[src/qgdp_pkg.sv]
// ----------------------------------------------------------------------------
// qgdp_pkg
// Shared types and constants of the int8 x uint4 group dot product block.
// ----------------------------------------------------------------------------
package qgdp_pkg;

  localparam int MAX_GROUP_LOG2  = 8;
  localparam int SCALE_FRAC_BITS = 24;

  localparam int LOG2_W   = 4;                    // config register width
  localparam int COUNT_W  = MAX_GROUP_LOG2 + 1;   // holds the group size itself
  localparam int DOT_W    = 21;
  localparam int ASUM_W   = 17;
  localparam int SCALE_W  = 31;
  localparam int ZERO_W   = 32;
  localparam int ACC_W    = 64;

  localparam int PWS_W    = 2 * SCALE_W;          // as*ws, unsigned
  localparam int PWZ_W    = ACC_W;                // as*wz, signed
  localparam int SP_W     = PWS_W + 1 - SCALE_FRAC_BITS;  // rounded, with sign bit
  localparam int ZP_W     = PWZ_W - SCALE_FRAC_BITS;
  localparam int T1_W     = DOT_W + SP_W;
  localparam int T2_W     = ASUM_W + ZP_W;

  localparam logic [LOG2_W-1:0] GROUP_LOG2_RST = LOG2_W'(5);
  localparam logic [3:0]        NIBBLE_MASK    = 4'hF;

  typedef struct packed {
    logic signed [7:0]         act_even;
    logic signed [7:0]         act_odd;
    logic [7:0]                weight_pair;
    logic [SCALE_W-1:0]        act_scale;
    logic [SCALE_W-1:0]        weight_scale;
    logic signed [ZERO_W-1:0]  weight_zero;
    logic                      last_of_row;
  } in_item_t;

  typedef struct packed {
    logic signed [ACC_W-1:0] dot_value;
    logic                    saturated;
  } out_item_t;

  // controller -> datapath
  typedef struct packed {
    logic acc_en;     // take the input item into the group sums
    logic scale_en;   // scale products
    logic round_en;   // round to fixed point
    logic prod_en;    // group sums times rounded scales
    logic term_en;    // add the two products
    logic row_en;     // saturating row add, restart group
    logic emit_en;    // load output register, restart row
  } cmd_t;

  // datapath -> controller
  typedef struct packed {
    logic close_req;  // incoming item closes its group
    logic last;       // captured item ends the row
  } stat_t;

endpackage

[src/qgdp_ctrl.sv]
// ----------------------------------------------------------------------------
// qgdp_ctrl
// Sequencer: takes items, steps the group close and loads the result.
// ----------------------------------------------------------------------------
module qgdp_ctrl import qgdp_pkg::*; (
  input  logic  clk,
  input  logic  rst_n,
  input  logic  in_valid,
  output logic  in_ready,
  output logic  out_valid,
  input  logic  out_ready,
  input  stat_t stat,
  output cmd_t  cmd
);

  typedef enum logic [2:0] {
    S_IDLE,
    S_SCALE,
    S_ROUND,
    S_PROD,
    S_TERM,
    S_ROW,
    S_EMIT
  } state_t;

  state_t state_r;
  logic   out_valid_r;
  logic   accept;
  logic   out_free;

  assign in_ready = (state_r == S_IDLE);
  assign accept   = in_valid && in_ready;
  assign out_free = !out_valid_r || out_ready;

  always_comb begin
    cmd          = '0;
    cmd.acc_en   = accept;
    cmd.scale_en = (state_r == S_SCALE);
    cmd.round_en = (state_r == S_ROUND);
    cmd.prod_en  = (state_r == S_PROD);
    cmd.term_en  = (state_r == S_TERM);
    cmd.row_en   = (state_r == S_ROW);
    cmd.emit_en  = (state_r == S_EMIT) && out_free;
  end

  always_ff @(posedge clk) begin
    if (!rst_n) begin
      state_r     <= S_IDLE;
      out_valid_r <= 1'b0;
    end else begin
      // a new result wins over the one leaving in the same cycle
      priority if (cmd.emit_en) begin
        out_valid_r <= 1'b1;
      end else if (out_ready) begin
        out_valid_r <= 1'b0;
      end else begin
        out_valid_r <= out_valid_r;
      end
      unique case (state_r)
        S_IDLE: begin
          if (accept && stat.close_req) begin
            state_r <= S_SCALE;
          end
        end
        S_SCALE: state_r <= S_ROUND;
        S_ROUND: state_r <= S_PROD;
        S_PROD:  state_r <= S_TERM;
        S_TERM:  state_r <= S_ROW;
        S_ROW: begin
          state_r <= stat.last ? S_EMIT : S_IDLE;
        end
        S_EMIT: begin
          if (out_free) begin
            state_r <= S_IDLE;
          end
        end
        default: state_r <= S_IDLE;
      endcase
    end
  end

  assign out_valid = out_valid_r;

`ifndef SYNTHESIS
  a_close_starts: assert property (@(posedge clk) disable iff (!rst_n)
    accept && stat.close_req |=> state_r == S_SCALE)
    else $error("group close did not start");

  a_emit_shows: assert property (@(posedge clk) disable iff (!rst_n)
    cmd.emit_en |=> out_valid && state_r == S_IDLE)
    else $error("loaded result not presented");

  a_mid_row_back: assert property (@(posedge clk) disable iff (!rst_n)
    cmd.row_en && !stat.last |=> state_r == S_IDLE && !$rose(out_valid))
    else $error("result raised inside a row");
`endif

endmodule

[config.mk]
export PLATFORM = sky130hd
export DESIGN_NAME = qgdp_ctrl
export DESIGN_NICKNAME = d
export VERILOG_FILES = /design/src/qgdp_pkg.sv /design/src/qgdp_ctrl.sv
export SDC_FILE = /design/constraint.sdc
export NUM_CORES = 1
export LEC_CHECK = 0
export ABC_AREA = 1
export BUFFER_PORTS_ARGS = -buffer_cell sky130_fd_sc_hd__buf_2
export CORE_AREA = 2 2 39 41
export DETAILED_ROUTE_END_ITERATION = 16
export DIE_AREA = 0 0 41 43
export GPL_ROUTABILITY_DRIVEN = 0
export SYNTH_ARGS = -nofsm -noshare
export SYNTH_HDL_FRONTEND = slang
export SYNTH_SLANG_ARGS = --single-unit
[constraint.sdc]
create_clock -name clk -period 0.96 [get_ports clk]
set_input_delay 0.144 -clock clk [delete_from_list [all_inputs] [get_ports clk]]
set_output_delay 0.144 -clock clk [all_outputs]
set_load 0.02 [all_outputs]
* After elaboration in Yosys (flattened, before gate mapping)
Index checks and enable logic that the tools add are counted.
** Word-level totals
- Register bits after elaboration :: 4
- Input port bits :: 6
- Output and inout port bits :: 9
- Word-level logic and storage cells :: 24
** Cells by class
- Eq/ne operators :: 8
- Mux-type cells :: 6
- Reductions and logical operators :: 8
** Operators by type and width (number)
- $pmux W3 S7 :: 1
- $eq A3 B3 Y1 const B :: 3
- $mux W3 :: 3
- $eq A3 B2 Y1 const B :: 2
- $eq A3 B1 Y1 const B :: 1
- $logic_and A1 B1 Y1 :: 3
- $logic_not A3 Y1 :: 1
- $mux W1 :: 2
- $ne A2 B1 Y1 const B :: 1
- $ne A2 B2 Y1 const B :: 1
- $reduce_and A2 Y1 :: 1
- $reduce_bool A2 Y1 :: 1
- $logic_not A1 Y1 :: 1
- $logic_or A1 B1 Y1 :: 1

* Longest topological paths before layout
- Depth after elaboration :: 5
- Depth in mapped cells :: 5

* Worst setup path after synthesis
Ideal clock, no wire load.
- Path kind :: flip-flop to output port
- From :: reg state_r[2]
- To :: out cmd[1] in the netlist's numbering
- Data arrival time :: 965 ps
- Data required time :: 816 ps
- Slack :: -149 ps
- Stages on the path, launching flop included :: 3
- Path buffers :: 0
- Cell sequence :: dfxtp_1 -> inv_1 -> nor3_1
** RTL lines
- start: declaration :: line qgdp_ctrl.sv:26 : state_t state_r;
- start signal: assignment :: line qgdp_ctrl.sv:70 : state_r <= stat.last ? S_EMIT : S_IDLE;
- end: declaration :: line qgdp_ctrl.sv:13 : output cmd_t cmd

==> metrics.txt <==
status finished, violations left; violated checks negative setup slack; sequential cell area 92.59 µm²; Clock Tree Buf Depth 2; Die H 43 µm; Hold Fails Final Rpt 0; maxcap violations 0; cell count after synthesis 40; Worst path slowest cell dfxtp_2; Multi-input gate area 158.9 µm²; final setup vio count 11; Worst Hold Path EP state_r[2]; cell leakage power 0.0002624 µW; TritonCTS Buffers 3; First-pass DRT Iterations 2; DRC viols 0; Core ar. 0.001384 mm²; Clk Tree Root Cell clkbuf_4; worst slew pin tran 0.1691 ns; RSZ-0062 raised after global routing true; vias in the first global route 307; vias per cell 4.052; setup ws final -0.1959 ns; post-route antenna net violation count 0; Crit. End Element primary output; CTS tree done; VDD IR max 0.5042 mV; sequential area share after synthesis 0.3200; post-synthesis cell area 250.2 µm²; Iteration-0 DRC Markers 2; Slew HR 0.8861; register-to-register setup slack -0.04 ns; Die Span X 41 µm; part of the cycle the worst path needs 1.204; # H-tree levels 1; hpwl dp 516.3 µm; Yosys reg bits 4; Rows 14; M3 GR Usage 0.03141; Area Growth Syn to Fin 100.0%; Worst path most repeated cell inv_1; clock sink total 4; hold slack 0.1821 ns; Worst Path Arrival 1.01 ns; Initial Utilization 0.1808; most frequent cells in the layout 8 x inv_1, 7 x buf_6, 6 x buf_2, 6 x buf_4; GR peak layer met2; Hold WC Path Type in2reg; Worst Path Required 0.82 ns; Hold Buf Count CTS 0; highest clock rate 865.2 MHz; Mean Syn Cell Area 6.256 µm²; fillcell total 141; met1 Resource Use GR 0.07372; CP delay by family, top flip-flops; Cell Chain, Critical Path inv_1 > or2_1 > inv_1 > nor2_2 > buf_6; Clock Latency Late Sink 0.23 ns; hold path depth 3; worst r2r path cells 6; largest net degree at the start of global routing 7; clock-pin transition on the worst setup and hold timing paths 0.04 ns; Setup crit start kind flip-flop; most common cell after layout, fill and taps aside inv_1; clk_skew 0.001132 ns; Post-Syn Nets 46; full die area 0.001763 mm²; HP Start rst_n; Routed Wire Length 659 µm; routed via count 312; Ant. Diodes 0; Crit Path Max Fanout 2; M2 GR Usage 0.1469; final core utilization 0.3617; WL/cell 8.558 µm; Final nets 69; power density over the cells 1563 mW/mm²; I/O Buffers 14; global-route wire length before repair 1007 µm; Synthesis Warnings 0; total gr overflow 0; reg2reg start state_r[1]; initial antenna violation count 0; reg2reg end state_r[2]; Tot GR Track Use 0.08526; dpl ws -0.03066 ns; Unique masters post-synth 14; CP Class reg2out; Critical path buffers and inverters 3; layout cells sized above 1 0.6393; Boundary Pins 15; Slew Limit Fails 0; critical path's largest stage delay 0.31 ns; Final min period 1.156 ns
==> registers in the layout, summed over array words and instances, names as in the netlist <==
register	cells
out_valid	1
state_r	3
==> worst max-delay path by stage <==
stage | startpoint | end | slack (ns) | cells past startpoint
after global placement | state_r[1] | state_r[2] | -0.02 | 5
after detailed placement | state_r[1] | cmd[6] | -0.03 | 4
final | out_valid | cmd[0] | -0.20 | 5
after global routing | state_r[0] | cmd[6] | -0.25 | 4
after floorplan | state_r[2] | cmd[1] | 0.01 | 2
after CTS | out_valid | cmd[0] | -0.23 | 5
==> timing repair <==
action,in CTS,in global routing
gates resized for setup,19,16
setup buffers,3,0
endpoints found under the setup margin,10,11
endpoints found under the hold margin,0,0
pin swaps,4,1
==> cell families (layout without fill, tap and decap cells) <==
kind of cell | Yosys count | count (layout) | share of synthesized area
AND/OR/NAND/NOR | 20 | 20 | 0.4101
buffers and inverters | 13 | 34 | 0.2100
flip-flops | 4 | 4 | 0.3200
AO/OA/AOI/OAI | 3 | 3 | 0.05998
==> layer usage <==
layer	vias up	share of wire
li1	164	-
met1	144	0.34
met2	4	0.63
met3	0	0.038
met4	0	0
met5	-	0
==> through the flow <==
step / cells / instance area, µm² / total power (µW) / setup TNS, ns
3_5_place_dp: 71 / 356.6 / 432.8 / -0.07661
6_report: 77 / 500.5 / 782.3 / -1.366
4_1_cts: 77 / 441.7 / 720.6 / -1.509
2_1_floorplan: 40 / 259.0 / 363.6 / 0
5_1_grt: 77 / 500.5 / 833.7 / -1.993
3_3_place_gp: 71 / 356.6 / 427.3 / -0.04589
==> cell usage after synthesis <==
master | number | area [µm²]
nor3_1 | 2 | 10.01
inv_2 | 1 | 3.750
dfxtp_1 | 4 | 80.08
o21ai_0 | 1 | 5.000
nor2_1 | 7 | 26.28
nand3_1 | 4 | 20.02
nor2_2 | 1 | 6.260
nand4_1 | 1 | 6.260
or2_1 | 1 | 6.260
nand2_1 | 2 | 7.510
a21oi_1 | 2 | 10.01
buf_4 | 1 | 7.510
nand3_2 | 2 | 20.02
inv_1 | 11 | 41.29
==> layout make-up <==
class / count / area share
clock buffer: 3 / 0.04500
inverter: 12 / 0.1050
timing repair buffer: 19 / 0.3075
sequential: 4 / 0.1850
tap: 16 / 0.04000
multi-input combinational: 23 / 0.3175
==> where the power goes <==
group          switching [µW]  total, µW  internal [µW]
clock                    64.7        204            140
combinational             177        350            173
sequential               39.9        228            188
==> worst min-delay path, stage by stage <==
cell	delay, ns
buf_2	0.08
inv_1	0.06
nor2_1	0.09
Note: power is estimated with default switching activity, not from simulation.
